[src/hdl/shb_pkg.sv]
package shb_pkg;

    typedef logic [31:0] word_t;

    typedef struct packed {
        logic [7:0] data_byte;
        logic       has_byte;
        logic       is_last;
    } beat_t;

    localparam int QueueDepth = 4;
    localparam int QueuePtrW  = 2;

    localparam logic [7:0] PadMark = 8'h80;

    localparam word_t RoundK [64] = '{
        32'h428a2f98, 32'h71374491, 32'hb5c0fbcf, 32'he9b5dba5,
        32'h3956c25b, 32'h59f111f1, 32'h923f82a4, 32'hab1c5ed5,
        32'hd807aa98, 32'h12835b01, 32'h243185be, 32'h550c7dc3,
        32'h72be5d74, 32'h80deb1fe, 32'h9bdc06a7, 32'hc19bf174,
        32'he49b69c1, 32'hefbe4786, 32'h0fc19dc6, 32'h240ca1cc,
        32'h2de92c6f, 32'h4a7484aa, 32'h5cb0a9dc, 32'h76f988da,
        32'h983e5152, 32'ha831c66d, 32'hb00327c8, 32'hbf597fc7,
        32'hc6e00bf3, 32'hd5a79147, 32'h06ca6351, 32'h14292967,
        32'h27b70a85, 32'h2e1b2138, 32'h4d2c6dfc, 32'h53380d13,
        32'h650a7354, 32'h766a0abb, 32'h81c2c92e, 32'h92722c85,
        32'ha2bfe8a1, 32'ha81a664b, 32'hc24b8b70, 32'hc76c51a3,
        32'hd192e819, 32'hd6990624, 32'hf40e3585, 32'h106aa070,
        32'h19a4c116, 32'h1e376c08, 32'h2748774c, 32'h34b0bcb5,
        32'h391c0cb3, 32'h4ed8aa4a, 32'h5b9cca4f, 32'h682e6ff3,
        32'h748f82ee, 32'h78a5636f, 32'h84c87814, 32'h8cc70208,
        32'h90befffa, 32'ha4506ceb, 32'hbef9a3f7, 32'hc67178f2
    };

    localparam word_t StartHash [8] = '{
        32'h6a09e667, 32'hbb67ae85, 32'h3c6ef372, 32'ha54ff53a,
        32'h510e527f, 32'h9b05688c, 32'h1f83d9ab, 32'h5be0cd19
    };

    function automatic word_t rotr(input word_t x, input int n);
        rotr = (x >> n) | (x << (32 - n));
    endfunction

endpackage

[src/hdl/shb_front.sv]
// Input stage: drops empty non-last beats and queues the rest.
module shb_front
(
    input  logic             clk,
    input  logic             rst_n,
    input  logic [7:0]       data_byte,
    input  logic             has_byte,
    input  logic             is_last,
    input  logic             valid,
    output logic             stall,
    output shb_pkg::beat_t   q_beat,
    output logic             q_valid,
    input  logic             q_pop
);

    shb_pkg::beat_t mem_reg [shb_pkg::QueueDepth];
    logic [shb_pkg::QueuePtrW-1:0] wr_ptr_reg, rd_ptr_reg;
    logic [shb_pkg::QueuePtrW:0]   count_reg, count_next;
    logic push, keep;

    assign stall = (count_reg == 3'(shb_pkg::QueueDepth));
    assign keep  = has_byte | is_last;
    assign push  = valid & ~stall & keep;
    assign q_valid = (count_reg != '0);
    assign q_beat  = mem_reg[rd_ptr_reg];

    always_comb
    begin
        count_next = count_reg + {2'b0, push} - {2'b0, q_pop & q_valid};
    end

    always_ff @(posedge clk or negedge rst_n)
    begin
        if (!rst_n)
        begin
            wr_ptr_reg <= '0;
            rd_ptr_reg <= '0;
            count_reg  <= '0;
        end
        else
        begin
            if (push)
                wr_ptr_reg <= wr_ptr_reg + 1'b1;
            if (q_pop & q_valid)
                rd_ptr_reg <= rd_ptr_reg + 1'b1;
            count_reg <= count_next;
        end
    end

    always_ff @(posedge clk)
    begin
        if (push)
            mem_reg[wr_ptr_reg] <= '{data_byte: data_byte, has_byte: has_byte,
                                     is_last: is_last};
    end

endmodule

[src/hdl/shb_back.sv]
// Block assembly, padding, one-round-per-cycle compression, digest output.
module shb_back
(
    input  logic            clk,
    input  logic            rst_n,
    input  shb_pkg::beat_t  q_beat,
    input  logic            q_valid,
    output logic            q_pop,
    output logic [31:0]     digest_word,
    output logic [2:0]      word_index,
    output logic            last_word,
    output logic            valid,
    input  logic            stall
);

    typedef enum logic [4:0] {
        ST_TAKE  = 5'b00001,
        ST_PAD   = 5'b00010,
        ST_LOAD  = 5'b00100,
        ST_ROUND = 5'b01000,
        ST_OUT   = 5'b10000
    } state_t;

    state_t state_reg, state_next;
    shb_pkg::word_t chain_reg [8];
    shb_pkg::word_t v_reg [8];
    shb_pkg::word_t w_reg [16];   // message block, then schedule window
    logic [60:0] count_reg;
    logic [5:0]  pad_pos_reg;
    logic [5:0]  rnd_reg;
    logic        final_reg;       // compression is the message's last
    logic        pend_last_reg;   // last came with the 64th byte of a block
    logic        two_blk_reg;     // padding spills into a second block
    logic        mark_reg;        // next pad byte is the 0x80 mark
    logic [2:0]  oidx_reg;
    logic        ovalid_reg;
    logic [31:0] oword_reg;

    shb_pkg::word_t t1, t2, s0, s1, w_new, w_cur;
    logic [63:0] bits;
    logic [5:0]  wpos;
    logic [5:0]  last_pos;
    logic [7:0]  pad_byte;
    logic        take, blk_full, out_move;

    assign bits = {count_reg, 3'b000};
    assign w_cur = w_reg[0];

    always_comb
    begin
        s0 = shb_pkg::rotr(w_reg[1], 7) ^ shb_pkg::rotr(w_reg[1], 18) ^ (w_reg[1] >> 3);
        s1 = shb_pkg::rotr(w_reg[14], 17) ^ shb_pkg::rotr(w_reg[14], 19)
             ^ (w_reg[14] >> 10);
        w_new = s1 + w_reg[9] + s0 + w_reg[0];
        t1 = v_reg[7] + (shb_pkg::rotr(v_reg[4], 6) ^ shb_pkg::rotr(v_reg[4], 11)
             ^ shb_pkg::rotr(v_reg[4], 25))
             + ((v_reg[4] & v_reg[5]) ^ (~v_reg[4] & v_reg[6]))
             + shb_pkg::RoundK[rnd_reg] + w_cur;
        t2 = (shb_pkg::rotr(v_reg[0], 2) ^ shb_pkg::rotr(v_reg[0], 13)
             ^ shb_pkg::rotr(v_reg[0], 22))
             + ((v_reg[0] & v_reg[1]) ^ (v_reg[0] & v_reg[2]) ^ (v_reg[1] & v_reg[2]));
    end

    assign q_pop    = (state_reg == ST_TAKE);
    assign wpos     = count_reg[5:0];
    assign take     = (state_reg == ST_TAKE) && q_valid;
    assign blk_full = q_beat.has_byte && (wpos == 6'd63);
    assign last_pos = q_beat.has_byte ? wpos + 6'd1 : wpos;
    assign out_move = !(ovalid_reg && stall);

    assign digest_word = oword_reg;
    assign word_index  = oidx_reg;
    assign last_word   = (oidx_reg == 3'd7);
    assign valid       = ovalid_reg;

    // Pad byte: mark first, length in the last eight bytes of the final block.
    always_comb
    begin
        if (mark_reg)
            pad_byte = shb_pkg::PadMark;
        else if (!two_blk_reg && pad_pos_reg >= 6'd56)
            pad_byte = bits[{~pad_pos_reg[2:0], 3'b111} -: 8];
        else
            pad_byte = 8'h00;
    end

    always_comb
    begin
        state_next = state_reg;
        case (state_reg)
            ST_TAKE:
                if (q_valid)
                begin
                    if (blk_full)
                        state_next = ST_LOAD;
                    else if (q_beat.is_last)
                        state_next = ST_PAD;
                end
            ST_PAD:   if (pad_pos_reg == 6'd63) state_next = ST_LOAD;
            ST_LOAD:  state_next = ST_ROUND;
            ST_ROUND:
                if (rnd_reg == 6'd63)
                begin
                    if (final_reg)
                        state_next = ST_OUT;
                    else if (two_blk_reg || pend_last_reg)
                        state_next = ST_PAD;
                    else
                        state_next = ST_TAKE;
                end
            ST_OUT:
                if (out_move && ovalid_reg && oidx_reg == 3'd7)
                    state_next = ST_TAKE;
            default: state_next = ST_TAKE;
        endcase
    end

    always_ff @(posedge clk or negedge rst_n)
    begin
        if (!rst_n)
        begin
            state_reg     <= ST_TAKE;
            count_reg     <= '0;
            pad_pos_reg   <= '0;
            rnd_reg       <= '0;
            final_reg     <= 1'b0;
            pend_last_reg <= 1'b0;
            two_blk_reg   <= 1'b0;
            mark_reg      <= 1'b0;
            oidx_reg      <= '0;
            ovalid_reg    <= 1'b0;
            for (int i = 0; i < 8; i++)
                chain_reg[i] <= shb_pkg::StartHash[i];
        end
        else
        begin
            state_reg <= state_next;
            case (state_reg)
                ST_TAKE:
                    if (q_valid)
                    begin
                        if (q_beat.has_byte)
                            count_reg <= count_reg + 61'd1;
                        if (blk_full)
                            pend_last_reg <= q_beat.is_last;
                        else if (q_beat.is_last)
                        begin
                            pad_pos_reg <= last_pos;
                            two_blk_reg <= (last_pos > 6'd55);
                            mark_reg    <= 1'b1;
                        end
                    end
                ST_PAD:
                begin
                    mark_reg <= 1'b0;
                    if (pad_pos_reg == 6'd63)
                    begin
                        pad_pos_reg <= '0;
                        final_reg   <= !two_blk_reg;
                    end
                    else
                        pad_pos_reg <= pad_pos_reg + 6'd1;
                end
                ST_LOAD:
                    rnd_reg <= '0;
                ST_ROUND:
                    if (rnd_reg == 6'd63)
                    begin
                        chain_reg[0] <= chain_reg[0] + t1 + t2;
                        chain_reg[1] <= chain_reg[1] + v_reg[0];
                        chain_reg[2] <= chain_reg[2] + v_reg[1];
                        chain_reg[3] <= chain_reg[3] + v_reg[2];
                        chain_reg[4] <= chain_reg[4] + v_reg[3] + t1;
                        chain_reg[5] <= chain_reg[5] + v_reg[4];
                        chain_reg[6] <= chain_reg[6] + v_reg[5];
                        chain_reg[7] <= chain_reg[7] + v_reg[6];
                        rnd_reg   <= '0;
                        final_reg <= 1'b0;
                        // second pad block: zeros and length only
                        if (two_blk_reg)
                            two_blk_reg <= 1'b0;
                        else if (pend_last_reg)
                        begin
                            pend_last_reg <= 1'b0;
                            mark_reg      <= 1'b1;
                        end
                    end
                    else
                        rnd_reg <= rnd_reg + 6'd1;
                ST_OUT:
                    if (out_move)
                    begin
                        if (ovalid_reg && oidx_reg == 3'd7)
                        begin
                            ovalid_reg <= 1'b0;
                            oidx_reg   <= '0;
                            count_reg  <= '0;
                            for (int i = 0; i < 8; i++)
                                chain_reg[i] <= shb_pkg::StartHash[i];
                        end
                        else
                        begin
                            if (ovalid_reg)
                                oidx_reg <= oidx_reg + 3'd1;
                            ovalid_reg <= 1'b1;
                        end
                    end
                default: ;
            endcase
        end
    end

    always_ff @(posedge clk)
    begin
        if (take && q_beat.has_byte)
            w_reg[wpos[5:2]][{~wpos[1:0], 3'b000} +: 8] <= q_beat.data_byte;
        else if (state_reg == ST_PAD)
            w_reg[pad_pos_reg[5:2]][{~pad_pos_reg[1:0], 3'b000} +: 8] <= pad_byte;
        else if (state_reg == ST_ROUND)
        begin
            for (int i = 0; i < 15; i++)
                w_reg[i] <= w_reg[i+1];
            w_reg[15] <= w_new;
        end
        if (state_reg == ST_LOAD)
        begin
            for (int i = 0; i < 8; i++)
                v_reg[i] <= chain_reg[i];
        end
        else if (state_reg == ST_ROUND)
        begin
            v_reg[7] <= v_reg[6];
            v_reg[6] <= v_reg[5];
            v_reg[5] <= v_reg[4];
            v_reg[4] <= v_reg[3] + t1;
            v_reg[3] <= v_reg[2];
            v_reg[2] <= v_reg[1];
            v_reg[1] <= v_reg[0];
            v_reg[0] <= t1 + t2;
        end
        if (state_reg == ST_OUT && out_move)
            oword_reg <= chain_reg[ovalid_reg ? oidx_reg + 3'd1 : 3'd0];
    end

endmodule

[src/hdl/sha256_byte_stream_hasher_unit.sv]
// SHA-256 hasher over a byte stream.
// Input channel: data_byte/has_byte/is_last with in_valid/in_stall. A beat with
// has_byte set appends one byte; is_last ends the message (with or without a
// byte). Beats with neither flag are taken and dropped.
// Output channel: digest_word/word_index/last_word with out_valid/out_stall;
// eight beats per message, word 0 first, last_word on word 7.
// A four-entry queue decouples input from the hashing engine, so the input
// keeps taking beats while a compression runs until the queue fills.
// Throughput: one byte per cycle inside a block; the 64th byte of a block holds
// the engine while it loads the working variables and runs the rounds, one per cycle.
// On is_last the engine writes padding from byte offset p (bytes in the open
// block) to the block end, then compresses; when p > 55 a second block is
// padded and compressed as well. The first digest word is then loaded into
// the output register; words go out at one per cycle while out_stall is low.
// Receiver stall holds the current digest word; the engine waits with it.
// Reset (rst_n low, async) empties the queue, restores the initial hash
// values and clears the byte count.
module sha256_byte_stream_hasher_unit
(
    input  logic        clk,
    input  logic        rst_n,
    input  logic [7:0]  data_byte,
    input  logic        has_byte,
    input  logic        is_last,
    input  logic        in_valid,
    output logic        in_stall,
    output logic [31:0] digest_word,
    output logic [2:0]  word_index,
    output logic        last_word,
    output logic        out_valid,
    input  logic        out_stall
);

    shb_pkg::beat_t q_beat;
    logic           q_valid;
    logic           q_pop;

    shb_front u_front
    (
        .clk       (clk),
        .rst_n     (rst_n),
        .data_byte (data_byte),
        .has_byte  (has_byte),
        .is_last   (is_last),
        .valid     (in_valid),
        .stall     (in_stall),
        .q_beat    (q_beat),
        .q_valid   (q_valid),
        .q_pop     (q_pop)
    );

    shb_back u_back
    (
        .clk         (clk),
        .rst_n       (rst_n),
        .q_beat      (q_beat),
        .q_valid     (q_valid),
        .q_pop       (q_pop),
        .digest_word (digest_word),
        .word_index  (word_index),
        .last_word   (last_word),
        .valid       (out_valid),
        .stall       (out_stall)
    );

endmodule

[config.mk]
export PLATFORM = sky130hd
export DESIGN_NAME = sha256_byte_stream_hasher_unit
export DESIGN_NICKNAME = d
export VERILOG_FILES = /design/src/hdl/shb_pkg.sv /design/src/hdl/shb_front.sv /design/src/hdl/shb_back.sv /design/src/hdl/sha256_byte_stream_hasher_unit.sv
export SDC_FILE = /design/constraint.sdc
export NUM_CORES = 2
export LEC_CHECK = 0
export BUFFER_PORTS_ARGS = -buffer_cell sky130_fd_sc_hd__buf_2
export CAP_MARGIN = 20
export CORE_ASPECT_RATIO = 0.7
export CORE_MARGIN = 3
export CORE_UTILIZATION = 59
export CTS_CLUSTER_DIAMETER = 30
export DETAILED_ROUTE_END_ITERATION = 8
export PLACE_DENSITY = 0.83
export SLEW_MARGIN = 20
export SYNTH_ARGS = -nofsm -noshare
export SYNTH_HDL_FRONTEND = slang
export SYNTH_SLANG_ARGS = --single-unit
[constraint.sdc]
create_clock -name clk -period 8.8 [get_ports clk]
set_input_delay 0.88 -clock clk [delete_from_list [all_inputs] [get_ports clk]]
set_output_delay 0.88 -clock clk [all_outputs]
set_load 0.02 [all_outputs]
Yosys cells after proc, flatten, opt, wreduce, memory -nomap -nowiden
Memory sizes are Yosys's and may differ from the RTL's.
Index checks and enable logic that the tools add are counted.
{"block": "classes", "add_sub_neg": 31, "n_mul": 0, "div": 0, "n_lt_le_gt_ge": 4, "eq_ne": 23, "n_shift": 5, "mux": 85, "bitwise_logic": 46, "reduce_logical": 33}
{"cell": "$mux 256", "count": 3}
{"cell": "$add 32x32->32", "count": 20}
{"cell": "$mux 32", "count": 18}
{"cell": "$pmux 256 s2", "count": 1}
{"cell": "$xor 32x32->32", "count": 9}
{"cell": "$mux 61", "count": 4}
{"cell": "$and 32x32->32", "count": 5}
{"cell": "$pmux 61 s2", "count": 1}
{"cell": "$bmux 32 s3", "count": 1}
{"cell": "$shiftx 71x7->8", "count": 1}
{"cell": "$reduce_or 32->1", "count": 2}
{"cell": "$shift 8x7->32 const A", "count": 2}
{"cell": "$shiftx 8x7->32", "count": 2}
{"cell": "$add 61x1->61 const B", "count": 1}
{"cell": "$mux 6", "count": 6}
{"cell": "$mux 5", "count": 7}
{"cell": "$not 32->32", "count": 1}
{"cell": "$or 10x32->32", "count": 1}
{"cell": "$or 13x32->32", "count": 1}
{"cell": "$or 14x32->32", "count": 1}
{"cell": "$or 15x32->32", "count": 1}
{"cell": "$or 19x32->32", "count": 1}
{"cell": "$or 21x32->32", "count": 1}
{"cell": "$or 25x32->32", "count": 1}
{"cell": "other kinds (51)", "count": 136}
{"block": "word_totals", "reg_bits": 381, "latch_bits": 0, "ramBits": 808, "romBits": 2048, "output_inout_bits": 38, "word_cells": 253, "memories": 4}
{"name": "(name not given)", "words": 64, "word_bits": 32, "rd": 1, "rd_ports_with_merged_regs": 0, "wr": 0, "line": "shb_back.sv:58", "rtl": "+ shb_pkg::RoundK[rnd_reg] + w_cur;"}
{"name": "u_back.w_reg", "words": 16, "word_bits": 32, "rd": 16, "rd_ports_with_merged_regs": 0, "wr": 16, "line": "shb_back.sv:27", "rtl": "shb_pkg::word_t w_reg [16];"}
{"name": "u_back.v_reg", "words": 8, "word_bits": 32, "rd": 8, "rd_ports_with_merged_regs": 0, "wr": 8, "line": "shb_back.sv:26", "rtl": "shb_pkg::word_t v_reg [8];"}
{"name": "u_front.mem_reg", "words": 4, "word_bits": 10, "rd": 1, "rd_ports_with_merged_regs": 0, "wr": 1, "line": "shb_front.sv:16", "rtl": "shb_pkg::beat_t mem_reg [shb_pkg::QueueDepth];"}

Depth between registers and ports, before layout
An unclocked memory read counts as a cell.
{"block": "logic_depth", "depth_word": 12, "depth_mapped": 45, "ltp_nobuf": 43}

Cells and area by module
A second synthesis with hierarchy kept.
{"block": "hier_totals", "cells_unflattened": 7971, "hier_area_um2": 80058.0}
{"module": "shb_back", "instances": 1, "cells_per_inst": 7883, "area_each_um2": 78177.5, "seq_area_each_um2": 32752.7}
{"module": "shb_front", "instances": 1, "cells_per_inst": 88, "area_each_um2": 1880.6, "seq_area_each_um2": 1376.3}

Worst setup path before layout
No wires, ideal clock.
{"block": "synth_path", "path_kind": "reg2reg", "from": "reg u_back.rnd_reg[1]", "to": "reg u_back.chain_reg[254] (netlist bit)", "setup_ns": 0.073, "t_arrival_ns": 8.524, "required_ns": 8.727, "setup_slack_ns": 0.203, "path_stages_with_launch": 37, "n_path_buf": 2, "path_cell_list": "dfrtp_1 -> clkbuf_1 -> inv_1 -> ha_1 -> clkbuf_1 -> nor2b_1 -> o311ai_0 -> o31a_1 -> a21oi_1 -> fa_1 -> inv_1 -> fa_1 -> fa_1 -> inv_1 -> ha_1 -> inv_1 -> fa_1 -> nor2b_1 -> o31a_1 -> o2111ai_1 -> and2_1 -> nor2b_1 -> o21ai_0 -> nand2b_1 -> xor2_1 -> fa_1 -> ha_1 -> a21o_1 -> or4_1 -> o311ai_1 -> o311ai_1 -> a21oi_1 -> o31ai_1 -> a211oi_1 -> a21oi_1 -> xnor2_1 -> a21oi_1"}
{"block": "synth_via", "elab_chain_len": 10, "elab_cells_between_ends": 13, "cone_classes": "add/sub: 4; eq/ne: 2; mux: 4; bitwise: 1; reduce/logical: 1; memory: 1"}
{"item": "start: declaration", "line": "shb_back.sv:30", "rtl": "logic [5:0] rnd_reg;"}
{"item": "start signal: assignment", "line": "shb_back.sv:189", "rtl": "rnd_reg <= rnd_reg + 6'd1;"}
{"item": "$not 6->7 (not written as such)", "line": "shb_back.sv:58"}
{"item": "$mem_v2 64x32"}
{"item": "$mux 32 (not written as such) (2 in series)", "line": "shb_back.sv:58"}
{"item": "$add 32x32->32 (2 in series)", "line": "shb_back.sv:58"}
{"item": "$add 32x32->32 (2 in series)", "line": "shb_back.sv:169", "rtl": "chain_reg[0] <= chain_reg[0] + t1 + t2;"}
{"item": "$mux 256", "line": "shb_back.sv:167", "rtl": "if (rnd_reg == 6'd63)"}
{"item": "$pmux 256 s2", "line": "shb_back.sv:138", "rtl": "case (state_reg)"}
{"item": "end signal: indexed assignment", "line": "shb_back.sv:133", "rtl": "chain_reg[i] <= shb_pkg::StartHash[i];"}
{"item": "end signal: indexed assignment", "line": "shb_back.sv:199", "rtl": "chain_reg[i] <= shb_pkg::StartHash[i];"}
{"item": "end: declaration", "line": "shb_back.sv:25", "rtl": "shb_pkg::word_t chain_reg [8];"}
Several ways; a longest one is shown, not always the timed one. The select of a mux whose other input is x is not followed.
A chain may end at the register's enable or synchronous reset.

==> impl_metrics.ini <==
[outcome]
status = finished with violations
violations = negative hold slack

[pwr]
ir_worst_vdd_uv = 194
p_per_area_mw_per_mm2 = 158
leakage_uw = 0.0415

[logic_synthesis]
synth_edf_count = 840
ys_seq_area_share_pct = 43.0
synth_top_area_cell = edfxtp_1
ys_warn_count = 0
synth_most_common_cell = nand2_1
ys_types = 103
synth_cells = 7749
synth_common_cells = nand2_1, edfxtp_1, a21o_1
synth.area.top_cells = edfxtp_1, ha_1, dfrtp_1
ys_seq_elements = 1189
avgSynthCellArea_sq_um = 10.2
ys.flop_type = edfxtp_1
synthesis.area_sq_mm = 0.0793
synthArstFlopShare_pct = 29.4
synth_top_area_share_pct = 31.8
syn_nets = 8428

[clock_network]
cts_tree = built
htreeDepth = 4
clk_path_buf_depth = 3
clk_pin_slew_ns = 0.06
clock_sinks = 1189
numCtsBuffers = 206
clockRootBuffer = clkbuf_16
clock_latency_ns = 0.88

[timing]
finalMaxSlewViolations = 0
clock_skew_ns = 0.0867
tightest_slew_ns = 1.12
post-route-min-period_ns = 8.57
finalCritPeriodShare_pct = 97.3
holdWs_ns = -0.00609
relSlewSlack_pct = 24.6
setup_viol = 0
hold_viol = 1
fmax_mhz = 117

[layout]
fillers = 9534
drive_above_1_share_pct = 17.3
largest_register_ffs = 512
final_nets = 8860
area_delta_synth_final_pct = 17.0
final_cells = 10119

[floorplan]
design.core.area_sq_mm = 0.132
fp.dieH_microns = 313
num_rows = 111
dieArea_sq_mm = 0.139
start_util_pct = 60.0
fp.dieW_microns = 444
num_io_pins = 52

[worst_setup_path]
crit_type = flop to flop
crit-reg2reg-launch = u_back.rnd_reg[3]
end_kind = flop
critical_path_arrival_ns = 9.11
required_ns = 9.34
cp_max_fo = 17
cp_slowest_cell = dfrtp_4
startpoint = u_back.rnd_reg[3]
max_stage_delay_ns = 0.61
crit_path_start_kind = flop

[drt]
vias = 66058
drt-initial-drc-count = 9760
drc = 0
drt-total-wl_microns = 286000
drtAntennaViolNets = 0
wire_per_inst_microns = 28.3
drt-pass1-iter-count = 6
avgViaCountPerCell = 6.53

[placed_design]
post-dp-hpwl_microns = 211000
routabilityCongestion = 1.02
dp_cells = 9711
io_buffers = 51

[global_routing]
grt_overflow_total = 0
grtUsageTotal_pct = 40.4
grt_pass1_vias = 62619
grt_first_pass_wirelength_microns = 416000
grt_max_degree = 171
grt_antenna_before_repair = 9

[flow_run]
drv_cap = 0

[hold_path]
hold_path.class = input port to asynchronous set/reset pin
-- worst paths after layout --
kind,endpoint,slack (ns),cells after the start
min in group clk,u_front.mem_reg[0][6],0.23,1
min reg2reg,u_back.w_reg[5][31],0.49,1
max in group asynchronous,u_back.chain_reg[31],6.69,3
max,u_back.v_reg[2][31],0.23,34
min,u_back.chain_reg[134],-0.006,1
max reg2reg,u_back.v_reg[2][31],0.23,34
-- cells by family after synthesis --
group | share of synthesized area, %
AOI/OAI and AO/OA | 18.0
adders and majority gates | 13.0
and+or+nand+nor | 11.3
buffers and inverters | 3.93
xor gates and xnor gates | 7.24
DFF | 43.0
muxes | 3.52
-- through the flow --
step	util [%]	setup TNS (ns)	instance area [sq um]	power (uW)	setup WS [ns]
finish	70.2	0	92800	14600	0.234
global placement	64.1	-0.367	84700	6250	-0.217
floorplan	-	0	79300	6180	0.203
global route	70.2	-0.429	92800	14900	-0.0883
CTS	69.8	0	92300	14700	0.000135
detailed placement	64.1	-1.31	84800	6260	-0.314
-- layer usage --
metal	part of all wire [%]	GRT usage, %	wire length (microns)	up-vias
met2	38	52.0	110000	4408
met5	0.027	0.207	76	-
li1	-	-	-	28566
met3	16	17.0	45700	559
met1	43	61.6	122000	32515
met4	2.9	11.2	8180	10
-- critical path, delay by kind of cell, from the launching register on --
kind,cells,cell delay [ns]
buf+inv,7,1.18
xor+xnor,2,0.39
fa+ha+maj,5,2.22
simple gates,6,1.00
flops,1,0.61
compound gates,14,2.87
-- final cells by class --
| cell class | count | area, sq um | share of cell area, % |
|---|---|---|---|
| Multi-Input combinational cell | 5736 | 42700 | 46.0 |
| Tap cell | 1751 | 2190 | 2.36 |
| Timing Repair Buffer | 623 | 4740 | 5.11 |
| Clock buffer | 241 | 5480 | 5.90 |
| Sequential cell | 1189 | 34100 | 36.8 |
| Inverter | 425 | 1600 | 1.73 |
| Clock inverter | 151 | 1960 | 2.12 |
| Antenna cell | 3 | 7.51 | 0.00809 |
-- placed cells by master, fill, tap and decap left out, types with 21 or more instances in the layout --
master         n
clkbuf_16    208
nor2_1       410
mux2_2        54
o21a_1        67
or3_1         37
clkinv_2      22
o31ai_1       30
a21o_1       677
xor2_1       239
buf_2         51
buf_4        554
and3_1        45
nor2b_1       66
a211oi_1      29
a22oi_1       43
maj3_1        31
clkinvlp_4    23
a21oi_1      443
o21ai_0      385
inv_6         24
nand3_1      107
o21bai_1      58
fa_1         227
dfstp_2      137
xnor2_1      404
nand2b_1      80
o21ai_1      117
or2_2         34
a21oi_2       21
ha_1         432
dfrtp_1      209
edfxtp_1     840
inv_1        418
nand4_1       40
nor3_1        82
bufinv_16     22
mux4_2        90
a31oi_1       64
clkinv_4      28
nand2_1     1024
-- power breakdown --
| group | switching (uW) | internal [uW] |
|---|---|---|
| registers | 17.3 | 5990 |
| logic | 100 | 38.5 |
| clock network | 3250 | 5220 |
-- repair_timing --
action                                  in CTS  in global routing
endpoints found under the hold margin        0                  0
endpoints found under the setup margin      13                 30
setup buffers                                0                 12
hold buffers                                 0                  0
resized for setup                           13                 98
pin swaps                                    2                 27
(Power assumes the default switching activity.)
